[src/rtl/core/decimal_seven_segment_formatter_assert.svh]
// Assertion macros for the decimal seven-segment formatter.
// Expects clk and rst_n in the scope of the including module.
`ifndef DECIMAL_SEVEN_SEGMENT_FORMATTER_ASSERT_SVH
`define DECIMAL_SEVEN_SEGMENT_FORMATTER_ASSERT_SVH

// Same-cycle implication under reset.
`define DSF_ASSERT_IMPL(label, ante, cons) \
  label: assert property (@(posedge clk) disable iff (!rst_n) (ante) |-> (cons)) \
    else $error("dsf assertion failed");

// Next-cycle implication under reset.
`define DSF_ASSERT_NEXT(label, ante, cons) \
  label: assert property (@(posedge clk) disable iff (!rst_n) (ante) |=> (cons)) \
    else $error("dsf assertion failed");

`endif

[src/rtl/core/dsf_pkg.sv]
// Package for the decimal seven-segment formatter: widths, limits, state type
// and the digit-to-segment table. No dependencies.
package dsf_pkg;

  localparam int VALUE_W    = 28;
  localparam int START_W    = 4;
  localparam int GRID_W     = 4;
  localparam int SEG_W      = 8;
  localparam int MAG_W      = 27;
  localparam int BCD_DIGITS = 8;
  localparam int BCD_W      = 4 * BCD_DIGITS;
  localparam int CNT_W      = $clog2(MAG_W);

  localparam logic signed [VALUE_W-1:0] VALUE_MAX = 28'sd99999999;
  localparam logic signed [VALUE_W-1:0] VALUE_MIN = -28'sd9999999;

  localparam logic [SEG_W-1:0] PATTERN_MINUS = 8'h40;
  localparam logic [SEG_W-1:0] PATTERN_BLANK = 8'h00;

  typedef enum logic [1:0] {
    ST_IDLE,
    ST_CONVERT,
    ST_EMIT
  } state_t;

  typedef struct packed {
    logic busy;
    logic done;
  } conv_status_t;

  function automatic logic [SEG_W-1:0] seg_of_digit(input logic [3:0] d);
    logic [SEG_W-1:0] p;
    case (d)
      4'd0: p = 8'h3f;
      4'd1: p = 8'h06;
      4'd2: p = 8'h5b;
      4'd3: p = 8'h4f;
      4'd4: p = 8'h66;
      4'd5: p = 8'h6d;
      4'd6: p = 8'h7d;
      4'd7: p = 8'h07;
      4'd8: p = 8'h7f;
      4'd9: p = 8'h6f;
      default: p = PATTERN_BLANK;
    endcase
    return p;
  endfunction

endpackage

[src/rtl/core/dsf_bin2bcd.sv]
// Binary to BCD converter: one shift-and-add-3 step per cycle, MAG_W steps in all.
// Depends on dsf_pkg.
module dsf_bin2bcd (
  input  logic                          clk,
  input  logic                          rst_n,
  input  logic                          start,
  input  logic [dsf_pkg::MAG_W-1:0]     mag,
  output dsf_pkg::conv_status_t         status,
  output logic [dsf_pkg::BCD_W-1:0]     bcd
);

  logic [dsf_pkg::MAG_W-1:0] mag_r;
  logic [dsf_pkg::BCD_W-1:0] bcd_r;
  logic [dsf_pkg::BCD_W-1:0] adj;
  logic [dsf_pkg::CNT_W-1:0] cnt_r;
  logic                      busy_r;
  logic                      done_r;
  logic                      last_step;

  always_comb begin
    for (int j = 0; j < dsf_pkg::BCD_DIGITS; j++) begin
      if (bcd_r[j*4 +: 4] >= 4'd5) begin
        adj[j*4 +: 4] = bcd_r[j*4 +: 4] + 4'd3;
      end else begin
        adj[j*4 +: 4] = bcd_r[j*4 +: 4];
      end
    end
  end

  assign last_step = (cnt_r == dsf_pkg::CNT_W'(dsf_pkg::MAG_W - 1));

  always_ff @(posedge clk) begin
    if (!rst_n) begin
      busy_r <= 1'b0;
      done_r <= 1'b0;
      cnt_r  <= '0;
    end else begin
      done_r <= busy_r && last_step;
      if (start) begin
        busy_r <= 1'b1;
        cnt_r  <= '0;
      end else if (busy_r) begin
        cnt_r <= cnt_r + 1'b1;
        if (last_step) begin
          busy_r <= 1'b0;
        end
      end
    end
  end

  always_ff @(posedge clk) begin
    if (start) begin
      mag_r <= mag;
      bcd_r <= '0;
    end else if (busy_r) begin
      mag_r <= {mag_r[dsf_pkg::MAG_W-2:0], 1'b0};
      bcd_r <= {adj[dsf_pkg::BCD_W-2:0], mag_r[dsf_pkg::MAG_W-1]};
    end
  end

  assign status.busy = busy_r;
  assign status.done = done_r;
  assign bcd         = bcd_r;

endmodule

[src/rtl/core/decimal_seven_segment_formatter.sv]
// Top level of the decimal seven-segment formatter: accept, sequencer, emit.
// Depends on dsf_pkg, dsf_bin2bcd and decimal_seven_segment_formatter_assert.svh.
//
// channel | direction | handshake             | fields
// in      | input     | in_valid / in_stall   | in_value, in_start_position
// out     | output    | out_valid / out_stall | out_grid_position, out_segment_pattern,
//         |           |                       | out_last_digit
//
// An accepted in-range item passes from idle into the shift-and-add-3 converter
// and then steps through the DIGIT_COUNT display digit slots in order, each
// slot waiting while the output register is stalled.
// A rejected item is dropped in the cycle it is accepted.
// Reset clears the sequencer, the output valid and the blanking flag.
// in_stall is high from an accepted in-range item until its last result is loaded.
module decimal_seven_segment_formatter #(
  parameter int DIGIT_COUNT = 8
) (
  input  logic                              clk,
  input  logic                              rst_n,
  input  logic                              in_valid,
  output logic                              in_stall,
  input  logic signed [dsf_pkg::VALUE_W-1:0] in_value,
  input  logic [dsf_pkg::START_W-1:0]       in_start_position,
  output logic                              out_valid,
  input  logic                              out_stall,
  output logic [dsf_pkg::GRID_W-1:0]        out_grid_position,
  output logic [dsf_pkg::SEG_W-1:0]         out_segment_pattern,
  output logic                              out_last_digit
);

  `include "decimal_seven_segment_formatter_assert.svh"

  localparam int SW = (DIGIT_COUNT > 1) ? $clog2(DIGIT_COUNT) : 1;
  localparam logic [SW-1:0] LAST_SLOT = SW'(DIGIT_COUNT - 1);

  dsf_pkg::state_t state_r, state_nxt;

  logic                          in_accept;
  logic                          in_range;
  logic                          conv_start;
  logic signed [dsf_pkg::VALUE_W-1:0] neg_value;
  logic [dsf_pkg::MAG_W-1:0]     mag;
  dsf_pkg::conv_status_t         conv_status;
  logic [dsf_pkg::BCD_W-1:0]     bcd;

  logic                          armed_r;
  logic                          neg_r;
  logic                          lead_r;
  logic [dsf_pkg::GRID_W-1:0]    base_r;
  logic [dsf_pkg::GRID_W-1:0]    ofs_r;
  logic [SW-1:0]                 slot_r;

  logic [3:0]                    digit_arr [DIGIT_COUNT];
  logic [SW-1:0]                 digit_idx;
  logic [3:0]                    digit;
  logic                          can_load;
  logic                          step;
  logic                          skip;
  logic                          blank;
  logic                          emit_now;
  logic [dsf_pkg::SEG_W-1:0]     pattern;

  logic                          out_valid_r;
  logic [dsf_pkg::GRID_W-1:0]    out_grid_r;
  logic [dsf_pkg::SEG_W-1:0]     out_seg_r;
  logic                          out_last_r;

  assign in_stall   = (state_r != dsf_pkg::ST_IDLE);
  assign in_accept  = in_valid && !in_stall;
  assign in_range   = (in_value <= dsf_pkg::VALUE_MAX) && (in_value >= dsf_pkg::VALUE_MIN);
  assign conv_start = in_accept && in_range;
  assign neg_value  = -in_value;
  assign mag        = in_value[dsf_pkg::VALUE_W-1] ? neg_value[dsf_pkg::MAG_W-1:0]
                                                   : in_value[dsf_pkg::MAG_W-1:0];

  dsf_bin2bcd u_bin2bcd (
    .clk    (clk),
    .rst_n  (rst_n),
    .start  (conv_start),
    .mag    (mag),
    .status (conv_status),
    .bcd    (bcd)
  );

  for (genvar j = 0; j < DIGIT_COUNT; j++) begin : g_digit
    if (j < dsf_pkg::BCD_DIGITS) begin : g_bcd
      assign digit_arr[j] = bcd[j*4 +: 4];
    end else begin : g_zero
      assign digit_arr[j] = 4'd0;
    end
  end

  assign digit_idx = LAST_SLOT - slot_r;
  assign digit     = digit_arr[digit_idx];
  assign can_load  = !out_valid_r || !out_stall;

  always_comb begin
    state_nxt = state_r;
    step      = 1'b0;
    skip      = 1'b0;
    blank     = 1'b0;
    pattern   = dsf_pkg::seg_of_digit(digit);
    case (state_r)
      dsf_pkg::ST_IDLE: begin
        if (conv_start) begin
          state_nxt = dsf_pkg::ST_CONVERT;
        end
      end
      dsf_pkg::ST_CONVERT: begin
        if (conv_status.done) begin
          state_nxt = dsf_pkg::ST_EMIT;
        end
      end
      dsf_pkg::ST_EMIT: begin
        step = can_load;
        if (neg_r) begin
          if (slot_r == '0) begin
            pattern = dsf_pkg::PATTERN_MINUS;
          end else if (lead_r && digit == 4'd0 && slot_r != LAST_SLOT) begin
            blank   = 1'b1;
            pattern = dsf_pkg::PATTERN_BLANK;
          end
        end else if (lead_r && digit == 4'd0 && slot_r != LAST_SLOT) begin
          skip = 1'b1;
        end
        if (step && slot_r == LAST_SLOT) begin
          state_nxt = dsf_pkg::ST_IDLE;
        end
      end
      default: begin
        state_nxt = dsf_pkg::ST_IDLE;
      end
    endcase
  end

  assign emit_now = step && !skip;

  always_ff @(posedge clk) begin
    if (!rst_n) begin
      state_r     <= dsf_pkg::ST_IDLE;
      armed_r     <= 1'b0;
      out_valid_r <= 1'b0;
    end else begin
      state_r <= state_nxt;
      if (conv_start) begin
        armed_r <= 1'b1;
      end
      if (emit_now) begin
        out_valid_r <= 1'b1;
      end else if (!out_stall) begin
        out_valid_r <= 1'b0;
      end
    end
  end

  always_ff @(posedge clk) begin
    if (conv_start) begin
      neg_r  <= in_value[dsf_pkg::VALUE_W-1];
      lead_r <= armed_r;
      base_r <= in_start_position - 1'b1;
      ofs_r  <= '0;
      slot_r <= '0;
    end else if (step) begin
      slot_r <= slot_r + 1'b1;
      if (!skip && !blank && !(neg_r && slot_r == '0)) begin
        lead_r <= 1'b0;
      end
      if (emit_now) begin
        ofs_r <= ofs_r + 1'b1;
      end
    end
    if (emit_now) begin
      out_grid_r <= base_r + ofs_r;
      out_seg_r  <= pattern;
      out_last_r <= (slot_r == LAST_SLOT);
    end
  end

  assign out_valid           = out_valid_r;
  assign out_grid_position   = out_grid_r;
  assign out_segment_pattern = out_seg_r;
  assign out_last_digit      = out_last_r;

  `DSF_ASSERT_IMPL(a_done_in_convert, conv_status.done, state_r == dsf_pkg::ST_CONVERT)
  `DSF_ASSERT_NEXT(a_start_converts, conv_start, state_r == dsf_pkg::ST_CONVERT)
  `DSF_ASSERT_IMPL(a_emit_only_in_emit, emit_now, state_r == dsf_pkg::ST_EMIT && can_load)
  `DSF_ASSERT_NEXT(a_last_ends_item, emit_now && slot_r == LAST_SLOT,
                   state_r == dsf_pkg::ST_IDLE && out_last_digit)

endmodule

[config.mk]
export PLATFORM = sky130hd
export DESIGN_NAME = decimal_seven_segment_formatter
export DESIGN_NICKNAME = d
export VERILOG_FILES = /design/src/rtl/core/dsf_pkg.sv /design/src/rtl/core/dsf_bin2bcd.sv /design/src/rtl/core/decimal_seven_segment_formatter.sv
export VERILOG_INCLUDE_DIRS = /design/src /design/src/rtl/core
export SDC_FILE = /design/constraint.sdc
export NUM_CORES = 1
export LEC_CHECK = 0
export BUFFER_PORTS_ARGS = -buffer_cell sky130_fd_sc_hd__buf_2
export CAP_MARGIN = 20
export CORE_MARGIN = 4
export CORE_UTILIZATION = 45
export CTS_CLUSTER_DIAMETER = 40
export CTS_CLUSTER_SIZE = 14
export DETAILED_ROUTE_END_ITERATION = 16
export PLACE_DENSITY = 0.6
export SYNTH_ARGS = -nofsm -noshare
export SYNTH_HDL_FRONTEND = slang
export SYNTH_HIERARCHICAL = 1
export SYNTH_SLANG_ARGS = --single-unit
[constraint.sdc]
create_clock -name clk -period 5 [get_ports clk]
set_input_delay 0.5 -clock clk [delete_from_list [all_inputs] [get_ports clk]]
set_output_delay 0.5 -clock clk [all_outputs]
set_load 0.02 [all_outputs]
==> results of run 1 <==
## power by group through the flow
stage                     clock network [mW]  registers, mW  logic (mW)
after CTS                              0.684           1.11       0.700
after floorplan                            0           1.07       0.563
after global routing                   0.717           1.13       0.806
after global placement                     0           1.12       0.672
after detailed placement                   0           1.13       0.698
final                                  0.664           1.11       0.706
## layout by cell type (no fill, tap or decap), types with 7 or more instances in the layout
master	count
buf_2	49
a21oi_1	43
nand2b_1	8
or3_1	7
edfxtp_1	45
nand2_1	48
mux4_2	8
mux2_2	28
o21ai_0	24
xnor2_1	25
ha_1	34
inv_1	48
o21ai_1	14
xor2_1	13
nand4_1	11
nand3_1	14
nor3_1	13
nor2_1	38
dfxtp_1	49
clkbuf_16	9
## path summary, 6_finish.rpt
kind	slack (ps)	start	cells past startpoint	end
worst max-delay path	1850	in_value[1]	12	u_bin2bcd/bcd[2]
worst min-delay path	440	in_start_position[0]	2	base_r[0]
worst max register to register	1940	slot_r[0]	9	out_segment_pattern[3]
worst min register to register	460	armed_r	1	armed_r
## registers in the layout, summed over array words and instances (netlist names)
signal	cells
u_bin2bcd/busy_r	1
u_bin2bcd/done_r	1
neg_r	1
out_valid	1
base_r	4
state_r	2
slot_r	3
u_bin2bcd/cnt_r	5
out_grid_position	4
armed_r	1
lead_r	1
out_segment_pattern	7
ofs_r	4
u_bin2bcd/bcd	32
u_bin2bcd/mag_r	27
out_last_digit	1
## worst reg2reg max path, delay by kind of cell, from the launching register on
kind                     cells  cell delay (ps)
multiplexers                 2             1010
flip-flops                   1              590
AO/OA/AOI/OAI                3              470
AND/OR/NAND/NOR              3              420
adder cells (fa/ha/maj)      1              300
## per-stage QoR
| step | hold slack [ps] | setup WS, ps | util |
|---|---|---|---|
| after floorplan | 432 | 1680 | - |
| after global routing | 429 | 1630 | 0.514 |
| after detailed placement | 447 | 1520 | 0.492 |
| final | 437 | 1850 | 0.514 |
| after global placement | 439 | 1610 | 0.492 |
| after CTS | 417 | 1900 | 0.514 |
## layout make-up
type                            instances  area [um^2]
Fill cell                            1164         6150
Multi-Input combinational cell        431         3210
Sequential cell                        95         2350
Timing Repair Buffer                   53          275
Clock buffer                           10          229
Tap cell                              172          215
Inverter                               49          184
Clock inverter                          6         51.3
## routing by layer
metal	global-route usage	vias to the layer above	part of all wire
met2	0.273	113	0.46
met5	0	-	0
li1	-	2262	-
met4	0.0721	0	0.018
met1	0.230	2175	0.47
met3	0.0297	16	0.043
==> key figures, run 1 <==
Timing
  • Final setup TNS: 0 ps
  • Relative max-transition margin: 0.459
  • Period utilisation layout: 0.631
  • Post-layout min period: around 3200 ps
  • RSZ-0062 raised after global routing: no
  • Layout Skew: about 6 ps
  • Max Fclk: approximately 0.32 GHz
  • Final Setup Violations: 0
  • Worst slew pin tran: 790 ps
  • Slew Viols, Final: 0
  • Fin. Hold Viols: 0

Route
  • Via Count: 4566
  • Final ANT Viol Nets: 0
  • DR WL/cell: between 10 and 15 um
  • Drt pass-1 iters: 5
  • Residual DRC: 0
  • Post-Route WL: around 12000 um
  • Detailed Route Iter0 Violations: roughly 470
  • Via density: between 5 and 6

Power and ir drop
  • Sequential share of power: 0.448
  • Internal: around 1.6 mW
  • Power Total: ~2.5 mW
  • Leak pwr: around 2.4 nW
  • Peak supply drop: 0.000146 V
  • Clk pwr share: 0.268
  • Combinational share of power: 0.285
  • Switching portion of total power: 0.348
  • Cell Pwr Density: ~380 nW/um^2
  • Sw Pwr: around 0.86 mW

Clock network
  • Post-CTS Hold Buffers: 0
  • Longest Clk Path Bufs: 2
  • TritonCTS Buffers: 9
  • Cts repair resizes: 0
  • Setup Buffers After CTS: 0
  • TritonCTS clock tree: yes
  • H-Tree Depth: 3
  • Clk Latency, worst-skew pair: ~350 ps
  • Reg clk slew, reported paths: around 70 ps
  • Clock tree sinks: between 90 and 100
  • Root Driver: clkbuf_16

Yosys
  • Syn Inst Count: 600
  • Mean Syn Cell Area: approximately 10 um^2
  • Syn. warnings: 6
  • Syn Nets: 671
  • Post-Syn Area: slightly below 6000 um^2

Min path
  • Worst hold path type: input port to register

Floorplan
  • Placeable Area: 12700 um^2
  • Initial Util: 0.463
  • Die footprint: between 10000 and 15000 um^2
  • Die height: roughly 120 um
  • Rows: between 40 and 50
  • Boundary pin count: approximately 50
  • Die X: 122 um

Place
  • Dpl cell area: just over 6000 um^2
  • Dpl cells: 800
  • Input/output buffers: between 40 and 50
  • Placer Congestion: between 0.8 and 0.9
  • DPL Wire Length: 8580 um

Setup path
  • Critical path, cell by cell: buf_2, inv_1, ha_1, nor4b_4, nand2_1, a311o_1, a41oi_1, a211oi_4, buf_4, nor2b_1, or3b_1, o311ai_0
  • Crit-path max FO: 59
  • Worst Path Buf+Inv: 3
  • CP Capture Type: register
  • Max stage delay cell, worst path: nor2b_1
  • CP Launch Type: input port
  • CP max stage delay: between 400 and 500 ps
  • WS Path Type: input port to register
  • Critical Path RT: 5240 ps
  • Crit path max-delay family: simple AND/OR/NAND/NOR gates
  • Worst EP arrival: 3390 ps

Layout
  • Share of cells above drive strength 1: 0.196
  • Final Non-Filler Cells: 816
  • Area delta synth->final: 11.2%
  • ANT cells: 0
  • Nets: about 700
  • Post-route cell area: roughly 6500 um^2

GRT
  • First-pass GRT wire length: 20700 um
  • Vias in the first global route: ~4.4k
  • Initial antenna violation count: 0
  • Largest net degree at the start of global routing: between 60 and 70
  • Total GRT Usage: 0.171
  • Total grt overflow: 0

Run status
  • Status: completed

Flow run
  • Max-cap viol count: 0
Note: power is estimated with default switching activity, not from simulation.
==> run 2, diff against run 1 <==
PLACE_DENSITY = 0.62   (was 0.6)
clock period = 2.7 ns   (was 5 ns; I/O delays follow)
==> key figures, run 2 (synthesis gave the netlist of run 1 again) <==
Timing
  • Minimum hold slack: 192 ps (-245 ps)
  • Relative max-transition margin: 0.390 (-0.0691)
  • Slew Viols, Final: 0 (unchanged)
  • Fin. Hold Viols: 0 (unchanged)
  • Period utilisation layout: 0.941
  • Worst slew pin tran: 891 ps (+101 ps)
  • Layout Skew: 7.01 ps (+0.959 ps)
  • Max Fclk: 0.394 GHz
  • Post-layout min period: ~2500 ps
  • Final Setup Violations: 0 (unchanged)
  • RSZ-0062 raised after global routing: no

Layout
  • Area delta synth->final: 16.5%
  • Max FFs per register: 32 (unchanged)
  • Post-Route Utilization: 0.539 (+0.0245)
  • ANT cells: 0 (unchanged)
  • Filler cell count: 1163 (-0.086%)
  • Most common cell after layout, fill and taps aside: buf_2
  • Nets: 742 (+4.5%)
  • Post-route cell area: 6830 um^2 (+4.8%)
  • Share of cells above drive strength 1: 0.246 (+0.0499)
  • Final Non-Filler Cells: 848 (+3.9%)
  • Commonest non-fill, non-tap cells in the layout: buf_2, inv_1, nand2_1, dfxtp_1, edfxtp_1

Place
  • Dpl cell area: 6510 um^2 (+4.4%)
  • Dpl cells: 832 (+4.0%)
  • Input/output buffers: 49 (unchanged)
  • DPL Wire Length: 9260 um (+7.9%)
  • Placer Congestion: 0.915 (+5.9%)

Floorplan
  • Boundary pin count: 51 (unchanged)
  • Rows: 41 (unchanged)
  • Die height: 122 um (unchanged)
  • Initial Util: 0.463 (unchanged)
  • Die footprint: 14900 um^2 (unchanged)
  • Die X: 122 um (unchanged)
  • Placeable Area: 12700 um^2 (unchanged)

Route
  • Via density: 5.50 (-1.8%)
  • Via Count: 4660 (+2.1%)
  • Residual DRC: 0 (unchanged)
  • Detailed Route Iter0 Violations: 394 (-17%)
  • Drt pass-1 iters: 5 (unchanged)
  • Final ANT Viol Nets: 0 (unchanged)
  • DR WL/cell: 14.5 um (-1.3%)
  • Post-Route WL: 12300 um (+2.5%)

Clock network
  • Root Driver: clkbuf_16
  • TritonCTS Buffers: 9 (unchanged)
  • Reg clk slew, reported paths: 70 ps (about the same)
  • Post-CTS Hold Buffers: 0 (unchanged)
  • Longest Clk Path Bufs: 2 (unchanged)
  • H-Tree Depth: 3 (unchanged)
  • Setup Buffers After CTS: 0 (unchanged)
  • TritonCTS clock tree: yes
  • Clk Latency, worst-skew pair: 350 ps (about the same)
  • Clock tree sinks: 95 (unchanged)

Setup path
  • CP max stage delay: 510 ps (+40 ps)
  • Crit-path max FO: 9 (-85%)
  • Worst EP arrival: 2650 ps (-740 ps)
  • CP Capture Type: register
  • Critical path, cell by cell: buf_6, mux4_2, mux2_2, inv_1, ha_2, nand2_1, nor3_2, a31oi_4, buf_4
  • WP depth: 9 (-3)
  • WS Path Type: register to register
  • CP Launch Type: register
  • Crit path max-delay family: multiplexers
  • Critical Path RT: 2810 ps (-2430 ps)
  • Worst Path Buf+Inv: 3 (unchanged)
  • Max stage delay cell, worst path: mux4_2
  • FF-to-FF path depth: 9 (unchanged)

Power and ir drop
  • Power Total: 4.74 mW (+91%)
  • Leak pwr: 2.54 nW (+7.4%)
  • Peak supply drop: 0.000264 V (+81%)
  • Cell Pwr Density: 695 nW/um^2 (+82%)

Min path
  • Hold Path Stages: 2 (unchanged)
  • Worst hold path type: input port to register

GRT
  • Total grt overflow: 0 (unchanged)
  • First-pass GRT wire length: 21500 um (+3.8%)
  • Vias in the first global route: 4580 (+4.1%)
  • Initial antenna violation count: 0 (unchanged)
  • Largest net degree at the start of global routing: 40 (-40%)
  • Total GRT Usage: 0.178 (+0.00700)

Run status
  • Status: completed

Flow run
  • Max-cap viol count: 0 (unchanged)
[run 2: repair_timing]
action | in CTS | in global routing
resized for setup | 0 | 7
hold endpoints to repair | 0 | 0
endpoints found under the setup margin | 0 | 13
[run 2: where the power goes]
group | switching [mW] | internal (mW) | leakage, nW
sequential | 0.263 | 1.77 | 0.833
combinational | 0.770 | 0.662 | 1.56
clock | 0.602 | 0.675 | 0.148
[run 2: metrics by stage]
stage | setup slack [ps] | TNS (ps)
after global routing | 10.9 | 0
final | 160 | 0
after global placement | -15.6 | -183
after floorplan | 52.6 | 0
after detailed placement | -116 | -1900
after CTS | 33.5 | 0
[run 2: cell type report]
class,instances,area (um^2),share of cell area
Tap cell,172,215,0.0315
Clock inverter,6,57.6,0.00843
Inverter,49,184,0.0269
Sequential cell,95,2350,0.345
Timing Repair Buffer,85,532,0.0779
Clock buffer,10,239,0.0350
Multi-Input combinational cell,431,3240,0.475
[run 2: final timing paths]
check                                           from                      to  slack (ps)
worst min register to register               armed_r                 armed_r         460
worst max-delay path                       slot_r[0]  out_segment_pattern[3]         160
worst max register to register             slot_r[0]  out_segment_pattern[3]         160
worst min-delay path            in_start_position[0]               base_r[0]         190
[run 2: routing by layer]
metal,global-route usage,vias up,share of wire
met5,0,-,0
met4,0.0749,0,0.020
met3,0.0260,18,0.035
met2,0.285,101,0.47
met1,0.242,2211,0.47
li1,-,2330,-
==> run 3, diff against run 2 <==
CTS_CLUSTER_DIAMETER = 200   (was 40)
PLACE_DENSITY = 0.6   (was 0.62)
SYNTH_HIERARCHICAL = default   (was 1)
clock period = 2.9 ns   (was 2.7 ns; I/O delays follow)
==> key figures, run 3 <==
Layout
  • Sequential Area: 2350 um^2 (about the same)
  • Area delta synth->final: 12.5%
  • Share of cells above drive strength 1: 0.156 (-0.0895)
  • Commonest non-fill, non-tap cells in the layout: dfxtp_1, buf_2, edfxtp_1
  • Nets: 695 (-6.3%)
  • Final Non-Filler Cells: 800 (-5.7%)
  • ANT cells: 0 (unchanged)
  • Area of the multi-input gates: 3170 um^2 (-2.3%)
  • Filler cell count: 1174 (+0.95%)
  • Max FFs per register: 32 (unchanged)

Timing
  • Period utilisation layout: 0.875 (-0.0661)
  • Post-layout min period: 2540 ps (-3.42 ps)
  • RSZ-0062 raised after global routing: no
  • Relative max-transition margin: 0.494 (+0.104)
  • Worst slew pin tran: 759 ps (-133 ps)
  • Layout Skew: 7.50 ps (+0.490 ps)
  • Slew Viols, Final: 0 (unchanged)
  • Fin. Hold Viols: 0 (unchanged)
  • Final Setup Violations: 0 (unchanged)
  • Worst setup margin: 364 ps (+203 ps)
  • Max Fclk: 0.394 GHz (+0.13%)
  • Final setup TNS: 0 ps (unchanged)

Clock network
  • Setup Buffers After CTS: 0 (unchanged)
  • TritonCTS clock tree: yes
  • Clk Latency, worst-skew pair: 350 ps (about the same)
  • Post-CTS Hold Buffers: 0 (unchanged)
  • Longest Clk Path Bufs: 2 (unchanged)
  • Reg clk slew, reported paths: 60 ps (about the same)
  • Cts repair resizes: 0 (unchanged)
  • Clock tree sinks: 95 (unchanged)
  • Root Driver: clkbuf_16
  • H-Tree Depth: 3 (unchanged)
  • TritonCTS Buffers: 9 (unchanged)

Yosys
  • Post-synthesis compound-gate area fraction: 0.123
  • Syn Inst Count: 578 (-3.7%)
  • Post-synth EDFFs: between 40 and 50
  • Most common cell in the netlist: dfxtp_1
  • Syn. warnings: 0 (-6)
  • Mean Syn Cell Area: 10.1 um^2 (+3.0%)
  • Simple-gate share of the synthesized area: 0.151
  • Post-synth top area cell: edfxtp_1
  • Multiplexer share of the synthesized area: 0.120
  • Largest cells by area after synthesis: edfxtp_1, dfxtp_1, ha_1, xnor2_1, mux2i_1
  • Async SR Flop Fraction: 0
  • Synth unique cells: 55
  • Seq/Total Area, Yosys: 0.404
  • Syn Nets: 649 (-3.3%)
  • Synth cell count leaders: dfxtp_1, edfxtp_1, inv_1
  • XOR/XNOR Fraction of Synth Area: 0.0738
  • Share of the synthesized area in the top cell type: 0.232
  • Post-Syn Area: 5820 um^2 (-0.77%)
  • Main synth FF type: dfxtp_1
  • Main combinational cell family by area after synthesis: simple AND/OR/NAND/NOR gates
  • #FFs+latches synth: 95
  • Area share of fa/ha/maj cells after synthesis: 0.0766

Setup path
  • WS Path Type: register to register
  • Worst Path Buf+Inv: 1 (-2)
  • Max stage delay cell, worst path: mux4_1
  • Reg2reg start: slot_r[2]
  • Crit path max-delay family: multiplexers
  • Crit path launch: slot_r[2]
  • Worst setup path endpoint: out_segment_pattern[1]
  • CP max stage delay: 580 ps (+70 ps)
  • CP Launch Type: register
  • Reg2reg end: out_segment_pattern[1]
  • Crit-path max FO: 8 (-1)
  • Critical Path RT: 2980 ps (+170 ps)
  • FF-to-FF path depth: 6 (-3)
  • Reg2Reg Setup Slack: 360 ps (+200 ps)
  • CP Capture Type: register
  • Critical path, cell by cell: buf_4, mux4_1, mux2i_2, nand4_1, o21bai_1, nor2_1
  • Worst EP arrival: 2620 ps (-30 ps)
  • WP depth: 6 (-3)

Floorplan
  • Die X: 122 um (-0.36%)
  • Die footprint: 14800 um^2 (-0.72%)
  • Rows: 41 (unchanged)
  • Boundary pin count: 51 (unchanged)
  • Die height: 122 um (-0.36%)
  • Initial Util: 0.461 (-0.00169)
  • Placeable Area: 12600 um^2 (-0.40%)

Power and ir drop
  • Leak pwr: 2.51 nW (-1.2%)
  • Peak supply drop: 0.000271 V (+2.6%)
  • Sw Pwr: 0.825 mW (-50%)
  • Switching portion of total power: 0.254 (-0.0907)
  • Combinational share of power: 0.146 (-0.156)
  • Clk pwr share: 0.361 (+0.092)
  • Cell Pwr Density: 496 nW/um^2 (-29%)
  • Sequential share of power: 0.493 (+0.064)
  • Internal: 2.42 mW (-22%)

Place
  • Dpl cells: 785 (-5.6%)
  • Input/output buffers: 49 (unchanged)
  • Placement Setup Slack: 273 ps (+389 ps)
  • DPL Wire Length: 8260 um (-11%)
  • Placer Congestion: 0.882 (-3.6%)

Route
  • DR WL/cell: 13.7 um (-5.9%)
  • Via Count: 4205 (-9.8%)
  • Via density: 5.26 (-4.3%)
  • Drt pass-1 iters: 5 (unchanged)
  • Detailed Route Iter0 Violations: 218 (-45%)
  • Final ANT Viol Nets: 0 (unchanged)
  • Residual DRC: 0 (unchanged)
  • Post-Route WL: 10900 um (-11%)

Run status
  • Status: completed

GRT
  • Vias in the first global route: 4012 (-12%)
  • First-pass GRT wire length: 19000 um (-12%)
  • Largest net degree at the start of global routing: 54 (+35%)
  • Total GRT Usage: 0.160 (-0.0186)
  • Initial antenna violation count: 0 (unchanged)
  • Total grt overflow: 0 (unchanged)

Flow run
  • Max-cap viol count: 0 (unchanged)

Min path
  • Worst hold path type: input port to register
-- run 3: changes by cell type in the layout (fill, tap and decap cells not counted), sizes merged, moves of 8 or more --
cell,previous run,this run
inv,54,42
nand2,48,37
mux2i,4,27
mux2,28,20
xnor2,25,36
buf,85,60
nand2b,8,17
a21oi,43,33
-- run 3: how the worst min path moves through the flow --
| stage | slack (ps) | from | endpoint | cells past startpoint |
|---|---|---|---|---|
| 2_1_floorplan | 390 | in_value[27] | neg_r | 0 |
| 3_3_place_gp | 440 | armed_r | armed_r | 1 |
| 3_5_place_dp | 450 | armed_r | armed_r | 1 |
| 4_1_cts | 200 | in_start_position[0] | base_r[0] | 2 |
| 5_1_grt | 240 | in_start_position[0] | base_r[0] | 2 |
| 6_report | 220 | in_start_position[0] | base_r[0] | 2 |
-- run 3: cells by family after synthesis --
| group | after synthesis |
|---|---|
| other cells | 1 |
| xor+xnor | 49 |
| compound gates | 113 |
| mux | 55 |
| buf+inv | 68 |
| fa+ha+maj | 35 |
| simple gates | 162 |
| flops | 95 |
-- run 3: stage by stage --
| stage | hold slack [ps] | power, mW | util | instance area [um^2] |
|---|---|---|---|---|
| after floorplan | 389 | 1.96 | - | 5820 |
| after global placement | 441 | 2.09 | 0.496 | 6250 |
| after detailed placement | 449 | 2.11 | 0.496 | 6250 |
| after CTS | 203 | 3.30 | 0.519 | 6540 |
| after global routing | 240 | 3.42 | 0.519 | 6540 |
| final | 219 | 3.25 | 0.519 | 6540 |
-- run 3: per-layer routing --
layer,GRT usage,vias up,wire (um)
met1,0.217,1965,5290
met2,0.254,69,5090
li1,-,2159,-
met5,0,-,0
met4,0.0504,0,141
met3,0.0353,12,413
-- run 3: worst reg2reg max path: stages (launching register included) --
cell and delay, ps:
dfxtp_1 520, buf_4 210, mux4_1 590, mux2i_2 260, nand4_1 200, o21bai_1 400
nor2_1 110
-- run 3: area by class of cell --
cell class                      count  area share
Timing Repair Buffer               60      0.0539
Clock buffer                       11      0.0371
Inverter                           43      0.0247
Clock inverter                      4     0.00727
Tap cell                          172      0.0329
Multi-Input combinational cell    415       0.485
Sequential cell                    95       0.360
-- run 3: power by group through the flow --
stage	registers (mW)	clock network (mW)	logic, mW
after floorplan	1.59	0	0.371
after global placement	1.63	0	0.463
after detailed placement	1.63	0	0.480
after CTS	1.60	1.21	0.481
after global routing	1.62	1.26	0.536
final	1.60	1.17	0.474
